### src/rtl/zrle_pkg.sv
// Shared types, constants and helpers for the zero-escape RLE decoder.
`timescale 1ns / 1ps

package zrle_pkg;

   localparam int unsigned MaxCapacityDefault = 65536;
   localparam int unsigned OutBytesDefault    = 8;

   localparam int unsigned CapW   = 17;
   localparam int unsigned DataW  = 64;
   localparam int unsigned CountW = 4;
   localparam int unsigned LaneN  = DataW / 8;

   localparam logic [CapW-1:0] CapReset = CapW'(4096);

   localparam logic KindData   = 1'b0;
   localparam logic KindStatus = 1'b1;

   localparam logic StatusOk    = 1'b0;
   localparam logic StatusError = 1'b1;

   typedef enum logic [1:0] {
      PH_PLAIN = 2'd0,
      PH_COUNT = 2'd1,
      PH_VALUE = 2'd2
   } phase_type;

   typedef enum logic [1:0] {
      ST_IDLE   = 2'd0,
      ST_EMIT   = 2'd1,
      ST_STATUS = 2'd2
   } seq_state_type;

   // one result as it leaves the sequencer
   typedef struct packed {
      logic              kind;
      logic [DataW-1:0]  data;
      logic [CountW-1:0] count;
      logic              status;
      logic [CapW-1:0]   length;
      logic              last;
   } result_type;

   // outputs of the shared step unit
   typedef struct packed {
      logic [CountW-1:0] chunk;
      logic [7:0]        rem_next;
      logic [CapW-1:0]   space_next;
      logic [CapW-1:0]   produced_next;
      logic [DataW-1:0]  word;
   } step_type;

   function automatic logic [CapW-1:0] clamp_cap(input logic [CapW-1:0] v,
                                                 input int unsigned max_cap);
      logic [CapW-1:0] r;
      if (32'(v) > max_cap) begin
         r = CapW'(max_cap);
      end else begin
         r = v;
      end
      return r;
   endfunction

endpackage

### src/rtl/zrle_step_unit.sv
// Shared step unit: one packed chunk of a run, with count and space bookkeeping.
`timescale 1ns / 1ps

module zrle_step_unit
   import zrle_pkg::*;
#(
   parameter int unsigned OUT_BYTES = OutBytesDefault
) (
   input  logic [7:0]      rem,
   input  logic [7:0]      value,
   input  logic [CapW-1:0] space,
   input  logic [CapW-1:0] produced,
   output step_type        step
);

   localparam logic [CountW-1:0] ChunkMax = CountW'(OUT_BYTES);

   logic [CountW-1:0] chunk;

   always_comb begin
      if (rem > 8'(ChunkMax)) begin
         chunk = ChunkMax;
      end else begin
         chunk = CountW'(rem);
      end
   end

   always_comb begin
      step.chunk         = chunk;
      step.rem_next      = rem - 8'(chunk);
      step.space_next    = space - CapW'(chunk);
      step.produced_next = produced + CapW'(chunk);
      for (int i = 0; i < LaneN; i++) begin
         step.word[i*8 +: 8] = (CountW'(i) < chunk) ? value : 8'h00;
      end
   end

endmodule

### src/rtl/zrle_seq.sv
// Decode sequencer: escape/count/value parsing and run emission control.
`timescale 1ns / 1ps

module zrle_seq
   import zrle_pkg::*;
#(
   parameter int unsigned MAX_CAPACITY = MaxCapacityDefault,
   parameter int unsigned OUT_BYTES    = OutBytesDefault
) (
   input  logic            clock,
   input  logic            reset,
   input  logic            req_valid,
   output logic            req_ready,
   input  logic [7:0]      in_byte,
   input  logic            end_of_input,
   input  logic [CapW-1:0] capacity,
   output logic            item_valid,
   input  logic            item_take,
   output result_type      item
);

   seq_state_type   state_ff, state_in;
   phase_type       phase_ff, phase_in;
   logic [7:0]      run_count_ff, run_count_in;
   logic [CapW-1:0] space_ff, space_in;
   logic [CapW-1:0] produced_ff, produced_in;
   logic            error_ff, error_in;
   logic [7:0]      rem_ff, rem_in;
   logic [7:0]      value_ff, value_in;
   logic            status_pend_ff, status_pend_in;

   logic            accept;
   logic [7:0]      dec_n;
   logic [7:0]      dec_val;
   logic            dec_err;
   phase_type       dec_phase;
   logic [7:0]      dec_run;
   step_type        step;

   assign accept = req_valid && (state_ff == ST_IDLE);

   zrle_step_unit #(
      .OUT_BYTES(OUT_BYTES)
   ) u_step (
      .rem     (rem_ff),
      .value   (value_ff),
      .space   (space_ff),
      .produced(produced_ff),
      .step    (step)
   );

   // decode of one source byte against the current phase
   always_comb begin
      dec_n     = 8'd0;
      dec_val   = in_byte;
      dec_err   = 1'b0;
      dec_phase = phase_ff;
      dec_run   = run_count_ff;
      if (!error_ff) begin
         unique case (phase_ff)
            PH_COUNT: begin
               if (in_byte == 8'd0) begin
                  // escaped zero
                  if (space_ff == '0) begin
                     dec_err = 1'b1;
                  end else begin
                     dec_n = 8'd1;
                  end
                  dec_phase = PH_PLAIN;
               end else if (space_ff < CapW'(in_byte)) begin
                  dec_err = 1'b1;
               end else if (end_of_input) begin
                  dec_err = 1'b1;
               end else begin
                  dec_run   = in_byte;
                  dec_phase = PH_VALUE;
               end
            end
            PH_VALUE: begin
               if (CapW'(run_count_ff) <= space_ff) begin
                  dec_n = run_count_ff;
               end else begin
                  dec_err = 1'b1;
               end
               dec_run   = 8'd0;
               dec_phase = PH_PLAIN;
            end
            default: begin
               if (in_byte != 8'd0) begin
                  if (space_ff == '0) begin
                     dec_err = 1'b1;
                  end else begin
                     dec_n = 8'd1;
                  end
               end else if (end_of_input) begin
                  dec_err = 1'b1;
               end else begin
                  dec_phase = PH_COUNT;
               end
            end
         endcase
      end
   end

   // next state
   always_comb begin
      state_in = state_ff;
      unique case (state_ff)
         ST_IDLE: begin
            if (accept) begin
               if (dec_n != 8'd0) begin
                  state_in = ST_EMIT;
               end else if (end_of_input) begin
                  state_in = ST_STATUS;
               end
            end
         end
         ST_EMIT: begin
            if (item_take && (step.rem_next == 8'd0)) begin
               state_in = status_pend_ff ? ST_STATUS : ST_IDLE;
            end
         end
         ST_STATUS: begin
            if (item_take) begin
               state_in = ST_IDLE;
            end
         end
         default: state_in = ST_IDLE;
      endcase
   end

   // datapath next values
   always_comb begin
      phase_in       = phase_ff;
      run_count_in   = run_count_ff;
      space_in       = space_ff;
      produced_in    = produced_ff;
      error_in       = error_ff;
      rem_in         = rem_ff;
      value_in       = value_ff;
      status_pend_in = status_pend_ff;
      unique case (state_ff)
         ST_IDLE: begin
            if (accept) begin
               phase_in       = dec_phase;
               run_count_in   = dec_run;
               error_in       = error_ff | dec_err;
               rem_in         = dec_n;
               value_in       = dec_val;
               status_pend_in = end_of_input;
            end
         end
         ST_EMIT: begin
            if (item_take) begin
               rem_in      = step.rem_next;
               space_in    = step.space_next;
               produced_in = step.produced_next;
            end
         end
         ST_STATUS: begin
            if (item_take) begin
               // packet closed: re-arm
               phase_in       = PH_PLAIN;
               run_count_in   = 8'd0;
               space_in       = clamp_cap(capacity, MAX_CAPACITY);
               produced_in    = '0;
               error_in       = 1'b0;
               status_pend_in = 1'b0;
            end
         end
         default: ;
      endcase
   end

   // outputs
   always_comb begin
      req_ready   = (state_ff == ST_IDLE);
      item_valid  = (state_ff == ST_EMIT) || (state_ff == ST_STATUS);
      item.kind   = KindData;
      item.data   = step.word;
      item.count  = step.chunk;
      item.status = StatusOk;
      item.length = '0;
      item.last   = (step.rem_next == 8'd0) && !status_pend_ff;
      if (state_ff == ST_STATUS) begin
         item.kind   = KindStatus;
         item.data   = '0;
         item.count  = '0;
         item.status = error_ff ? StatusError : StatusOk;
         item.length = produced_ff;
         item.last   = 1'b1;
      end
   end

   always_ff @(posedge clock) begin
      if (reset) begin
         state_ff       <= ST_IDLE;
         phase_ff       <= PH_PLAIN;
         run_count_ff   <= 8'd0;
         space_ff       <= clamp_cap(CapReset, MAX_CAPACITY);
         produced_ff    <= '0;
         error_ff       <= 1'b0;
         rem_ff         <= 8'd0;
         status_pend_ff <= 1'b0;
      end else begin
         state_ff       <= state_in;
         phase_ff       <= phase_in;
         run_count_ff   <= run_count_in;
         space_ff       <= space_in;
         produced_ff    <= produced_in;
         error_ff       <= error_in;
         rem_ff         <= rem_in;
         status_pend_ff <= status_pend_in;
      end
   end

   always_ff @(posedge clock) begin
      value_ff <= value_in;
   end

endmodule

### src/rtl/zero_escape_rle_decoder_core.sv
// A request is taken only while the sequencer is idle; each result then passes through one output register.
// A byte with no output leaves the sequencer idle; a literal or a run is emitted in chunks of up to OUT_BYTES
// bytes set by the shared step unit, and the closing byte of a packet adds its status result.
// Stalls on rsp_ready hold the sequencer; req_ready is high only while it is idle.
// Reset (synchronous, active high): capacity 4096, decoder re-armed, output register empty.
`timescale 1ns / 1ps

module zero_escape_rle_decoder_core
   import zrle_pkg::*;
#(
   parameter int unsigned MAX_CAPACITY = MaxCapacityDefault,
   parameter int unsigned OUT_BYTES    = OutBytesDefault
) (
   input  logic              clock,
   input  logic              reset,
   // capacity register
   input  logic              csr_wr_en,
   input  logic [CapW-1:0]   csr_wr_data,
   // request channel
   input  logic              req_valid,
   output logic              req_ready,
   input  logic [7:0]        req_in_byte,
   input  logic              req_end_of_input,
   // result channel
   output logic              rsp_valid,
   input  logic              rsp_ready,
   output logic              rsp_result_kind,
   output logic [DataW-1:0]  rsp_out_data,
   output logic [CountW-1:0] rsp_byte_count,
   output logic              rsp_status_code,
   output logic [CapW-1:0]   rsp_produced_length,
   output logic              rsp_last_of_run
);

   logic [CapW-1:0] cap_ff, cap_in;
   logic            rsp_valid_ff, rsp_valid_in;
   result_type      rsp_item_ff, rsp_item_in;

   logic            item_valid;
   result_type      item;
   logic            out_free;

   // capacity only reaches the decoder at the next packet start
   assign cap_in = csr_wr_en ? csr_wr_data : cap_ff;

   // output register frees when empty or being taken this cycle
   assign out_free = !rsp_valid_ff || rsp_ready;

   zrle_seq #(
      .MAX_CAPACITY(MAX_CAPACITY),
      .OUT_BYTES   (OUT_BYTES)
   ) u_seq (
      .clock       (clock),
      .reset       (reset),
      .req_valid   (req_valid),
      .req_ready   (req_ready),
      .in_byte     (req_in_byte),
      .end_of_input(req_end_of_input),
      .capacity    (cap_ff),
      .item_valid  (item_valid),
      .item_take   (out_free),
      .item        (item)
   );

   always_comb begin
      rsp_valid_in = rsp_valid_ff;
      rsp_item_in  = rsp_item_ff;
      if (out_free) begin
         rsp_valid_in = item_valid;
         rsp_item_in  = item;
      end
   end

   always_ff @(posedge clock) begin
      if (reset) begin
         cap_ff       <= CapReset;
         rsp_valid_ff <= 1'b0;
      end else begin
         cap_ff       <= cap_in;
         rsp_valid_ff <= rsp_valid_in;
      end
   end

   always_ff @(posedge clock) begin
      rsp_item_ff <= rsp_item_in;
   end

   assign rsp_valid           = rsp_valid_ff;
   assign rsp_result_kind     = rsp_item_ff.kind;
   assign rsp_out_data        = rsp_item_ff.data;
   assign rsp_byte_count      = rsp_item_ff.count;
   assign rsp_status_code     = rsp_item_ff.status;
   assign rsp_produced_length = rsp_item_ff.length;
   assign rsp_last_of_run     = rsp_item_ff.last;

`ifndef SYNTHESIS
   // a data result always carries between one and OUT_BYTES bytes
   a_data_count: assert property (@(posedge clock) disable iff (reset)
      (rsp_valid && (rsp_result_kind == KindData)) |->
         ((rsp_byte_count != '0) && (rsp_byte_count <= CountW'(OUT_BYTES))))
      else $error("data result with bad byte count");

   // a status result closes its request
   a_status_last: assert property (@(posedge clock) disable iff (reset)
      (rsp_valid && (rsp_result_kind == KindStatus)) |-> rsp_last_of_run)
      else $error("status result not marked last");

   // the closing request of a packet always owes a status, so no new request follows at once
   a_end_busy: assert property (@(posedge clock) disable iff (reset)
      (req_valid && req_ready && req_end_of_input) |=> !req_ready)
      else $error("ready after end of packet request");
`endif

endmodule

### config.mk
export PLATFORM = sky130hd
export DESIGN_NAME = zero_escape_rle_decoder_core
export DESIGN_NICKNAME = d
export VERILOG_FILES = /design/src/rtl/zrle_pkg.sv /design/src/rtl/zrle_step_unit.sv /design/src/rtl/zrle_seq.sv /design/src/rtl/zero_escape_rle_decoder_core.sv
export SDC_FILE = /design/constraint.sdc
export NUM_CORES = 1
export LEC_CHECK = 0
export BUFFER_PORTS_ARGS = -buffer_cell sky130_fd_sc_hd__clkbuf_2
export CORE_MARGIN = 2
export CORE_UTILIZATION = 58
export CTS_BUF_LIST = sky130_fd_sc_hd__clkbuf_16
export DETAILED_ROUTE_END_ITERATION = 8
export HOLD_SLACK_MARGIN = 0.15
export PLACE_DENSITY = 0.8
export SYNTH_ARGS = -nofsm -noshare
export SYNTH_HDL_FRONTEND = slang
export SYNTH_HIERARCHICAL = 1
export SYNTH_SLANG_ARGS = --single-unit
### constraint.sdc
create_clock -name clock -period 4.3 [get_ports clock]
set_input_delay 0.43 -clock clock [delete_from_list [all_inputs] [get_ports clock]]
set_output_delay 0.43 -clock clock [all_outputs]
set_load 0.05 [all_outputs]
# Yosys cells after proc, flatten, opt, wreduce, memory -nomap -nowiden
# Index checks and enable logic that the tools add are counted.
# op_classes
add_sub_neg	3
magnitude_cmp	12
eq_ne	18
mux	64
n_bitwise	9
reduce_logical	31
# op_table
op	n
$mux W8	19
$mux W88	1
$mux W17	5
$pmux W17 S2	2
$pmux W8 S2	4
$mux W2	13
$add A17 B4 Y17	1
$gt A17 B17 Y1 const B	1
$le A8 B17 Y1	1
$logic_not A17 Y1	1
$lt A17 B8 Y1	1
$sub A17 B4 Y17	1
$logic_not A8 Y1	2
$lt A3 B4 Y1 const A	4
$reduce_and A8 Y1	2
$reduce_bool A8 Y1	2
$reduce_or A2 Y1	8
$mux W1	13
$ne A3 B3 Y1 const B	3
$reduce_and A3 Y1	3
$gt A8 B4 Y1 const B	1
$lt A1 B4 Y1 const A	2
$lt A2 B4 Y1 const A	2
$ne A2 B1 Y1 const B	4
other kinds (21)	41
# totals
ff_bits	170
in_bits	31
out_inout_bits	90

# Longest topological paths before layout
# Gate-level depths: netlist (run 1).
# logic_depth
ltp_word	9
ltp_mapped	15
mapped_depth_nobuf	13

# Hierarchy
# The synthesis (run 1) kept the hierarchy.
# by_module_without_submodules
module	n_inst	cells_each	area_each_um2
zrle_seq	1	507	4075.2
zero_escape_rle_decoder_core	1	147	3294.4
zrle_step_unit	1	208	1423.9

# Least setup slack after synthesis (run 1)
# OpenSTA, ideal clock, no wires.
# synth_path
path_kind	in2reg
startpoint	input port rsp_ready
endpoint	register u_seq.rem_ff[5]
setup_time_ns	0.091
t_arrival_ns	3.890
t_required_ns	4.209
slack_ns	0.319
stages	7
path_cell_list	nand2b_1 -> clkbuf_1 -> mux2i_1 -> nor2_1 -> clkbuf_1 -> nor2_1 -> a311oi_1
# synth_via
elab_chain_len	3
# synth_lines
item	line_no	rtl
start: declaration	zero_escape_rle_decoder_core.sv:26	input logic rsp_ready,
$logic_or A1 B1 Y1	zero_escape_rle_decoder_core.sv:47	assign out_free = !rsp_valid_ff || rsp_ready;
$ne A2 B1 Y1 (no source line)	n/a	
$reduce_and A3 Y1 (no source line)	n/a	
end signal: assignment	zrle_seq.sv:212	rem_ff <= rem_in;
end: declaration	zrle_seq.sv:28	logic [7:0] rem_ff, rem_in;
# No other way between the ends.
# A chain may end at the register's enable or synchronous reset.

==> results.json, run 1 <==
{
  "nNetsFinal": 1026,
  "die_x_microns": 127,
  "min_path_type": "input pin to flip-flop",
  "fp.coreArea_sq_um": 15000,
  "synth_area_leaders": "edfxtp_1 (33%), dfxtp_1 (17%), nor2b_1 (9.7%)",
  "p_leak_nw": 4.26,
  "crit_required_ns": 4.58,
  "synth_top_area_share_pct": 32.8,
  "clkTransAtPathRegs_ns": 0.06,
  "drv_cap": 0,
  "min_period_ns": 3.16,
  "slew_headroom_pct": 18.7,
  "final_cell_count_no_fill": 1163,
  "pwr_density_cell_nw_per_um2": 859,
  "placedCellCount": 1131,
  "syn_avg_cell_area_sq_um": 10.2,
  "yosysSeqAreaShare_pct": 49.6,
  "cp.arrival_ns": 3.44,
  "cts_tree": "built",
  "diodes": 0,
  "drt_wl_total_microns": 19300,
  "grt_usage_pct": 24.0,
  "ys.flop_type": "edfxtp_1",
  "peakVddDrop_mv": 0.513,
  "cts_setup_buffers": 0,
  "fmax_mhz": 316,
  "status": "finished clean",
  "rsz0062_at_grt": "false",
  "synth_edf_count": 96,
  "ant_nets": 0,
  "finClkSkew_ns": 0.00752,
  "grt-ovfl-total": 0,
  "dieArea_sq_um": 16200,
  "dr.pass1.iters": 6,
  "cp-start-kind": "flip-flop",
  "numPortBuffers": 120,
  "drt_first_iter_violations": 504,
  "drive_gt1_share_pct": 17.8,
  "initial_core_util_pct": 58.5,
  "clock_latency_ns": 0.44,
  "yosys_warnings": 6,
  "remaining_drc_errors": 0,
  "ys_ff_latch": 170,
  "area_growth_pct": 13.9,
  "cts_max_path_buffers": 2,
  "clock-sinks": 170,
  "setup-tns-final_ns": 0,
  "async_flop_share_pct": 0,
  "seqCellArea_sq_um": 4360,
  "grt_pass1_vias": 6031,
  "h-tree-depth": 4,
  "finalSetupViolCount": 0,
  "syn_inst": 862,
  "io_pins": 121,
  "finalCritPeriodShare_pct": 73.5,
  "nFillCells": 1174,
  "cts_resized": 0,
  "syn_area_sq_um": 8790,
  "yosysTopAreaCell": "edfxtp_1",
  "antenna_found_initial": 0,
  "slew_violations": 0,
  "viasPerCell": 5.75,
  "max_slew.worst_pin.slew_ns": 1.22,
  "grt_pass1_wl_microns": 30800,
  "cts_root_buf": "clkbuf_16",
  "path_max_fanout": 21,
  "hold_viol": 0,
  "cts_hold_buf": 0,
  "power_mw": 8.61,
  "crit_path_end_kind": "flip-flop",
  "multi_input_area_sq_um": 4110,
  "numCtsBuffers": 17,
  "vias": 6693,
  "fp.dieH_microns": 127,
  "ys_types": 68,
  "synth.net_count": 926,
  "dp_hpwl_microns": 13300,
  "row_count": 45,
  "critPathKind": "flip-flop to flip-flop",
  "routabilityCongestion": 0.955,
  "grt_max_degree": 97,
  "detail_route.wl_per_cell_microns": 16.6
}
final cells by class:
type / count / area share [%]
repair buffers: 124 / 6.29
inverters: 39 / 1.46
clock inverters: 14 / 0.799
flip-flops and latches: 170 / 43.6
multi-input cells: 610 / 41.0
clock buffers: 18 / 4.50
well taps: 188 / 2.35
layout by cell type (no fill, tap or decap), types with 13 or more instances in the layout:
cell,instances
xor2_1,16
nand3_1,13
dfxtp_1,74
nor2_1,73
mux2i_1,21
clkbuf_16,18
edfxtp_1,96
a21oi_1,14
a221oi_1,16
nand2_1,47
ha_1,30
a22oi_1,18
nor2b_1,136
clkbuf_2,120
nor4_1,14
and3_1,13
o211ai_1,26
inv_1,41
nor3_1,18
and2_1,29
worst paths after layout:
check / from / to / slack, ns / depth (start not counted)
setup / recovery: u_seq/rem_ff[4] / u_seq/space_ff[6] / 1.14 / 13
hold / removal: csr_wr_data[12] / cap_ff[12] / 0.20 / 2
setup reg to reg: u_seq/rem_ff[4] / u_seq/space_ff[6] / 1.14 / 13
hold reg to reg: u_seq/phase_ff[0] / u_seq/phase_ff[0] / 0.50 / 2
per-stage QoR:
stage	cell area [sq um]	hold slack, ns	setup slack, ns	utilization [%]
floorplan	8790	0.466	0.319	-
global placement	9490	0.482	1.27	63.1
detailed placement	9490	0.494	1.19	63.1
CTS	10000	0.197	1.17	66.6
global route	10000	0.194	0.863	66.6
finish	10000	0.202	1.14	66.6
cells in the mapped netlist (16+ instances only):
library cell,n
dfxtp_1,74
ha_1,31
nor3_1,18
mux2i_1,21
edfxtp_1,96
a22oi_1,18
a221oi_1,16
clkbuf_1,33
nor2_1,73
inv_1,39
and2_1,29
xor2_1,16
nor2b_1,136
o211ai_1,26
nand2_1,47
routing by layer:
| metal | track usage [%] | vias to the layer above | wire length, microns |
|---|---|---|---|
| met2 | 39.1 | 228 | 9210 |
| met1 | 31.8 | 3140 | 8640 |
| met3 | 4.73 | 43 | 1010 |
| met5 | 0 | - | 0 |
| li1 | - | 3282 | - |
| met4 | 9.37 | 0 | 476 |
cell families (layout without fill, tap and decap cells):
kind of cell | Yosys count | after routing | share of synthesized area [%]
AO/OA/AOI/OAI | 150 | 150 | 12.7
XOR/XNOR | 27 | 27 | 2.69
adder cells (fa/ha/maj) | 33 | 33 | 4.87
buffers and inverters | 82 | 195 | 3.84
flip-flops | 170 | 170 | 49.6
multiplexers | 21 | 21 | 2.39
other | 1 | 1 | 0.0426
AND/OR/NAND/NOR | 378 | 378 | 23.8
registers in the layout, summed over array words and instances, names as in the netlist, 2 cells and up:
name / count
cap_ff: 17
rsp_byte_count: 4
rsp_out_data: 64
rsp_produced_length: 17
u_seq/phase_ff: 2
u_seq/produced_ff: 17
u_seq/rem_ff: 8
u_seq/run_count_ff: 8
u_seq/space_ff: 17
u_seq/state_ff: 2
u_seq/value_ff: 8
worst max-delay path: stages, from the launching register on:
cell and delay [ns]:
dfxtp_1 0.45, nor4_2 0.10, nand2b_1 0.09, buf_4 0.25
inv_1 0.13, and2_1 0.21, ha_1 0.21, fa_1 0.40
nor2b_1 0.13, o21a_1 0.37, nor4_1 0.11, xor2_1 0.15
a221oi_1 0.31, a211oi_1 0.09
where the power goes:
part,total (mW),internal [mW],switching (mW),leakage (nW)
clock,1.39,0.762,0.624,0.279
combinational,4.43,1.32,3.12,2.30
sequential,2.79,2.42,0.372,1.68
total,8.61,4.50,4.11,4.26
Note: power is estimated with default switching activity, not from simulation.
==> inputs of run 2 (changes only) <==
--- a/config.mk
+++ b/config.mk
@@ -5,13 +5,14 @@
 export SDC_FILE = /design/constraint.sdc
 export NUM_CORES = 1
 export LEC_CHECK = 0
+export ABC_AREA = 1
 export BUFFER_PORTS_ARGS = -buffer_cell sky130_fd_sc_hd__clkbuf_2
 export CORE_MARGIN = 2
-export CORE_UTILIZATION = 58
+export CORE_UTILIZATION = 53
 export CTS_BUF_LIST = sky130_fd_sc_hd__clkbuf_16
 export DETAILED_ROUTE_END_ITERATION = 8
 export HOLD_SLACK_MARGIN = 0.15
-export PLACE_DENSITY = 0.8
+export PLACE_DENSITY = 0.77
 export SYNTH_ARGS = -nofsm -noshare
 export SYNTH_HDL_FRONTEND = slang
 export SYNTH_HIERARCHICAL = 1
==> constraint.sdc (replaced) <==
create_clock -name clock -period 2.7 [get_ports clock]
set_input_delay 0.27 -clock clock [delete_from_list [all_inputs] [get_ports clock]]
set_output_delay 0.27 -clock clock [all_outputs]
set_load 0.05 [all_outputs]
==> run 2 against run 1 <==
Wire length is 11% higher. Synthesized cell count is 33% higher. Clock power increased by 71%. Critical path type is now input pin to flip-flop. Via count increased by 18%. Clock skew about the same. Sequential share of layout area down 3.1 points. Combinational power increased by 53%. Largest power group unchanged. Global-route usage decreased by 0.15 points. Total power increased by 54%. Die area grew 13%. Setup slack worse by 0.97 ns. Hold slack got worse by 0.024 ns.
==> results.json, run 2 <==
{
  "clkTransAtPathRegs_ns": 0.06,
  "min_period_ns": 2.53,
  "grt_usage_pct": 23.8,
  "synth_most_common_cell": "inv_1",
  "fp.dieH_microns": 135,
  "fmax_mhz": 395,
  "p_comb_share_pct": 50.9,
  "yosys_warnings": 6,
  "row_count": 47,
  "path_cells": "dlygate4sd3_1 -> clkbuf_2 -> inv_1 -> nand3_1 -> nor4_2 -> inv_2 -> ha_1 -> nor3_1 -> nand2_1 -> nand2_1 -> nand2_2 -> nand2_2 -> nor2_2 -> nand2_1 -> nand2_2 -> nor2_1 -> nor2_1",
  "min_path_type": "input pin to flip-flop",
  "crit_path_end": "u_seq/state_ff[1]",
  "final_cell_count_no_fill": 1517,
  "slowest_stage": "dlygate4sd3_1",
  "detail_route.wl_per_cell_microns": 14.1,
  "ant_nets": 0,
  "die_x_microns": 135,
  "synth_top_area_share_pct": 31.6,
  "cts_root_buf": "clkbuf_16",
  "seqPwrFrac_pct": 31.2,
  "numCtsBuffers": 17,
  "placedCellCount": 1460,
  "max_slew.worst_pin.slew_ns": 0.833,
  "syn_area_sq_um": 9130,
  "hold_viol": 0,
  "yosysTopAreaCell": "edfxtp_1",
  "ys_types": 50,
  "syn_avg_cell_area_sq_um": 7.98,
  "drt_first_iter_violations": 758,
  "grt_max_degree": 70,
  "p_int_mw": 6.87,
  "path_max_fanout": 5,
  "pwr_density_cell_nw_per_um2": 1230,
  "ys.flop_type": "edfxtp_1",
  "critPathKind": "input pin to flip-flop",
  "cts_max_path_buffers": 2,
  "p_sw_share_pct": 48.3,
  "critPathMaxStageDelay_ns": 0.55,
  "async_flop_share_pct": 0,
  "grt_pass1_wl_microns": 34700,
  "grt_pass1_vias": 7211,
  "clockPowerShare_pct": 17.9,
  "dieArea_sq_um": 18300,
  "cp-start-kind": "input pin",
  "fp.coreArea_sq_um": 16700,
  "finalCritPeriodShare_pct": 93.8,
  "routabilityCongestion": 0.905,
  "numPortBuffers": 120,
  "crit_required_ns": 3.02,
  "final_common_cell": "inv_1",
  "finClkSkew_ns": 0.00750,
  "antenna_found_initial": 0,
  "layout_common_cells": "inv_1 (208), nor2_1 (183), nand2_1 (165)",
  "status": "finished clean",
  "slew_violations": 0,
  "drive_gt1_share_pct": 17.3,
  "ys_ff_latch": 170,
  "viasPerCell": 5.19,
  "syn_inst": 1144,
  "p_leak_nw": 5.29,
  "dr.pass1.iters": 6,
  "reg2reg_slack_ns": 0.25,
  "diodes": 0,
  "h-tree-depth": 4,
  "fin_hold_ws_ns": 0.178,
  "crit_path_end_kind": "flip-flop",
  "synth.net_count": 1208,
  "dp_hpwl_microns": 14900,
  "synthTopCellsByCount": "inv_1 (203), nor2_1 (186), nand2_1 (166)",
  "switchingPower_mw": 6.43,
  "peakVddDrop_mv": 0.839,
  "slew_headroom_pct": 44.5,
  "nNetsFinal": 1348,
  "reg2reg_depth": 15,
  "rr_startpoint": "u_seq/rem_ff[5]",
  "initial_core_util_pct": 54.7,
  "remaining_drc_errors": 0,
  "clock-sinks": 170,
  "area_growth_pct": 18.2,
  "synth_edf_count": 96,
  "largest_reg_flops": 64,
  "clock_latency_ns": 0.43,
  "finalSetupViolCount": 0,
  "drv_cap": 0,
  "cp.arrival_ns": 2.86,
  "cts_tree": "built",
  "grt-ovfl-total": 0,
  "io_pins": 121,
  "drt_wl_total_microns": 21500,
  "timing.rr.end": "u_seq/produced_ff[14]",
  "vias": 7872,
  "crit_path_start": "req_in_byte[7]",
  "synth_area_leaders": "edfxtp_1 (32%), dfxtp_1 (16%), inv_1 (8.3%)",
  "yosysSeqAreaShare_pct": 47.8
}
-- run 2: cell count changes after synthesis, sizes merged, moves of 15 or more --
| cell | before | now |
|---|---|---|
| a21oi | 15 | 81 |
| mux2i | 21 | 0 |
| nand2 | 47 | 179 |
| nor2 | 75 | 202 |
| a221oi | 16 | 1 |
| nand3 | 13 | 64 |
| inv | 39 | 215 |
| o211ai | 26 | 3 |
| o21ai | 15 | 78 |
| nor2b | 136 | 0 |
| and2 | 29 | 2 |
| a22oi | 18 | 0 |
-- run 2: cell type report --
| cell class | instances | area [sq um] |
|---|---|---|
| fillers | 1383 | 5900 |
| flip-flops and latches | 170 | 4370 |
| multi-input cells | 717 | 3790 |
| repair buffers | 159 | 956 |
| inverters | 219 | 835 |
| clock buffers | 19 | 475 |
| well taps | 220 | 275 |
| clock inverters | 13 | 101 |
-- run 2: worst min path at each step --
| stage | startpoint | endpoint | depth (start not counted) |
|---|---|---|---|
| floorplan | reset | rsp_valid | 1 |
| global placement | u_seq/status_pend_ff | u_seq/status_pend_ff | 2 |
| detailed placement | u_seq/status_pend_ff | u_seq/status_pend_ff | 2 |
| CTS | req_end_of_input | u_seq/status_pend_ff | 3 |
| global route | req_end_of_input | u_seq/status_pend_ff | 3 |
| finish | req_end_of_input | u_seq/status_pend_ff | 3 |
-- run 2: power groups by stage --
stage	Sequential, mW	Clock (mW)	Combinational, mW
after CTS	4.15	2.40	6.69
after global placement	4.19	0	6.50
after detailed placement	4.20	0	6.60
after floorplan	5.77	0	3.56
after global routing	4.23	2.51	7.43
final	4.15	2.38	6.77
-- run 2: what timing repair did --
| item | in CTS | in global routing |
|---|---|---|
| setup endpoints to repair | 1 | 12 |
| resized for setup | 1 | 9 |
| pin swaps | 0 | 0 |
| endpoints found under the hold margin | 25 | 0 |
| setup buffers | 0 | 0 |
| hold buffers | 25 | 0 |
-- run 2: metrics by stage --
step	setup slack (ns)	setup TNS [ns]	utilization [%]	power, mW	area, sq um
5_1_grt	-0.0126	-0.0251	64.7	14.2	10800
4_1_cts	0.128	0	64.5	13.2	10800
6_report	0.168	0	64.7	13.3	10800
2_1_floorplan	0.233	0	-	9.32	9140
3_5_place_dp	0.0129	0	59.5	10.8	9940
3_3_place_gp	0.0580	0	59.5	10.7	9940
-- run 2: worst max-delay path: cells and delay by family --
| family | cells | cell delay, ns |
|---|---|---|
| fa+ha+maj | 1 | 0.32 |
| buf+inv | 4 | 0.96 |
| simple gates | 12 | 1.31 |
-- run 2: logic make-up (layout without fill, tap and decap cells) --
| group | after synthesis | after routing | share of synthesized area [%] |
|---|---|---|---|
| other cells | 1 | 1 | 0.0411 |
| xor+xnor | 26 | 26 | 2.49 |
| buf+inv | 257 | 410 | 11.2 |
| compound gates | 168 | 168 | 10.1 |
| fa+ha+maj | 33 | 33 | 4.68 |
| flops | 170 | 170 | 47.8 |
| simple gates | 489 | 489 | 23.7 |
-- run 2: per-layer routing --
layer | part of all wire (%) | wire length, microns | track usage [%] | vias to the layer above
met2 | 49 | 10400 | 40.9 | 303
met1 | 43 | 9210 | 30.4 | 3604
met5 | 0 | 0 | 0 | -
met3 | 6.0 | 1280 | 4.00 | 41
met4 | 2.5 | 534 | 8.56 | 0
li1 | - | - | - | 3924
==> inputs of run 3 (changes only) <==
--- a/config.mk
+++ b/config.mk
@@ -12,7 +12,9 @@
 export CTS_BUF_LIST = sky130_fd_sc_hd__clkbuf_16
 export DETAILED_ROUTE_END_ITERATION = 8
 export HOLD_SLACK_MARGIN = 0.15
+export MAX_ROUTING_LAYER = met4
 export PLACE_DENSITY = 0.77
+export SETUP_SLACK_MARGIN = 0.5
 export SYNTH_ARGS = -nofsm -noshare
 export SYNTH_HDL_FRONTEND = slang
 export SYNTH_HIERARCHICAL = 1
==> run 3 against run 2 <==
Utilization up 4.6 points. Clock skew increased by 0.0027 ns. Total power up 10%. Largest cell class unchanged. Via count is 6.0% higher. Global-route usage increased by 1.9 points. Critical path depth decreased by 3. Largest power group unchanged. Setup slack gained 0.17 ns. Register-to-register slack better by 0.09 ns. Die area unchanged. Sequential share of layout area shrank 2.5 points. Non-clock buffer count rose by 30. Critical endpoint is now u_seq/produced_ff[12].
==> results.json, run 3 (synthesis gave the netlist of run 2 again) <==
{
  "area_growth_pct": 26.6,
  "vias": 8343,
  "detail_route.wl_per_cell_microns": 15.6,
  "rr_startpoint": "u_seq/rem_ff[6]",
  "crit_path_start": "u_seq/rem_ff[6]",
  "crit_path_end_kind": "flip-flop",
  "antenna_found_initial": 0,
  "grt_max_degree": 115,
  "path_max_fanout": 5,
  "fp.coreArea_sq_um": 16700,
  "clkTransAtPathRegs_ns": 0.07,
  "nNetsFinal": 1379,
  "cp.arrival_ns": 2.71,
  "path_cells": "inv_2 -> nand2_4 -> nor2_8 -> nand2_8 -> nor2_4 -> ha_4 -> fa_2 -> nand2_2 -> nand2_2 -> a21oi_4 -> nor3_1 -> xor2_1 -> nand3_1 -> a21oi_1",
  "cp_num_cells": 14,
  "min_path_type": "input pin to flip-flop",
  "dp_hpwl_microns": 15000,
  "largest_reg_flops": 64,
  "h-tree-depth": 4,
  "timing.rr.end": "u_seq/produced_ff[12]",
  "cts_max_path_buffers": 2,
  "placedCellCount": 1456,
  "crit_path_end": "u_seq/produced_ff[12]",
  "slew_violations": 0,
  "routabilityCongestion": 0.893,
  "max_slew.worst_pin.slew_ns": 0.843,
  "fin_ws_ns": 0.336,
  "ant_nets": 0,
  "power_mw": 14.7,
  "fmax_mhz": 423,
  "viasPerCell": 5.39,
  "cts_tree": "built",
  "grt_pass1_vias": 7450,
  "reg2reg_depth": 14,
  "finalCritPeriodShare_pct": 87.5,
  "crit_required_ns": 3.04,
  "drv_cap": 0,
  "fp.dieH_microns": 135,
  "status": "finished clean",
  "io_pins": 121,
  "drive_gt1_share_pct": 25.2,
  "final_common_cell": "inv_1",
  "numCtsBuffers": 17,
  "preCtsSetupSlack_ns": 0.136,
  "grt-ovfl-total": 0,
  "final_util_pct": 69.3,
  "crit_family": "simple AND/OR/NAND/NOR gates",
  "fin_hold_ws_ns": 0.269,
  "dr.pass1.iters": 6,
  "layout_common_cells": "inv_1 (197), nor2_1 (177), nand2_1 (151)",
  "worst_path_most_repeated_cell": "nand2_2",
  "place_area_sq_um": 9980,
  "finClkSkew_ns": 0.0102,
  "critPathKind": "flip-flop to flip-flop",
  "grt_usage_pct": 25.7,
  "rsz0062_at_grt": "true",
  "reg2reg_slack_ns": 0.34,
  "cts_root_buf": "clkbuf_16",
  "fin_area_sq_um": 11600,
  "drt_first_iter_violations": 769,
  "critPathBufInv": 1,
  "pwr_density_cell_nw_per_um2": 1270,
  "remaining_drc_errors": 0,
  "clock_latency_ns": 0.43,
  "dieArea_sq_um": 18300,
  "slew_headroom_pct": 43.8,
  "hold_viol": 0,
  "drt_wl_total_microns": 24100,
  "setup-tns-final_ns": 0,
  "cp-start-kind": "flip-flop",
  "grt_pass1_wl_microns": 36100,
  "initial_core_util_pct": 54.7,
  "numPortBuffers": 120,
  "final_cell_count_no_fill": 1548,
  "finalSetupViolCount": 0,
  "slowest_stage": "dfxtp_2",
  "diodes": 0,
  "die_x_microns": 135,
  "row_count": 47,
  "peakVddDrop_mv": 0.881,
  "min_period_ns": 2.36,
  "p_leak_nw": 5.52,
  "clock-sinks": 170,
  "critPathMaxStageDelay_ns": 0.34
}
==> run 3: worst min-delay path by stage <==
stage                                     from              endpoint  slack (ns)  cells after the start
after floorplan                          reset             rsp_valid        0.33                      1
after global routing                 req_valid        u_seq/error_ff        0.30                      4
after CTS                            req_valid        u_seq/error_ff        0.24                      4
final                                req_valid        u_seq/error_ff        0.27                      4
after global placement    u_seq/status_pend_ff  u_seq/status_pend_ff        0.46                      2
after detailed placement        req_in_byte[7]     u_seq/value_ff[7]        0.47                      1
==> run 3: final cells by class <==
type	count	area, sq um
fillers	1219	5130
flip-flops and latches	170	4390
multi-input cells	718	4220
repair buffers	189	1220
inverters	219	841
clock buffers	17	425
well taps	220	275
clock inverters	15	195
==> run 3: layer usage <==
metal  track usage (%)  part of all wire (%)
met1              31.6                    40
met5                 -                     0
met2              43.1                    50
met4              7.93                   2.1
met3              4.94                   7.5
==> run 3: what timing repair did <==
| item | 4_1_cts | 5_1_grt |
|---|---|---|
| setup endpoints to repair | 34 | 42 |
| pin swaps | 17 | 46 |
| gates cloned | 0 | 1 |
| hold buffers | 26 | 0 |
| endpoints found under the hold margin | 26 | 0 |
| setup buffers | 18 | 15 |
| resized for setup | 35 | 84 |
==> run 3: worst register-to-register path, cell delays in order (launching register included) <==
cell	delay, ns
dfxtp_2	0.34
inv_2	0.07
nand2_4	0.06
nor2_8	0.19
nand2_8	0.10
nor2_4	0.19
ha_4	0.17
fa_2	0.22
nand2_2	0.06
nand2_2	0.08
a21oi_4	0.08
nor3_1	0.23
xor2_1	0.23
nand3_1	0.11
a21oi_1	0.15
==> run 3: power by group <==
| group | switching [mW] | internal (mW) |
|---|---|---|
| sequential | 0.481 | 3.72 |
| clock | 1.13 | 1.42 |
| combinational | 5.56 | 2.35 |
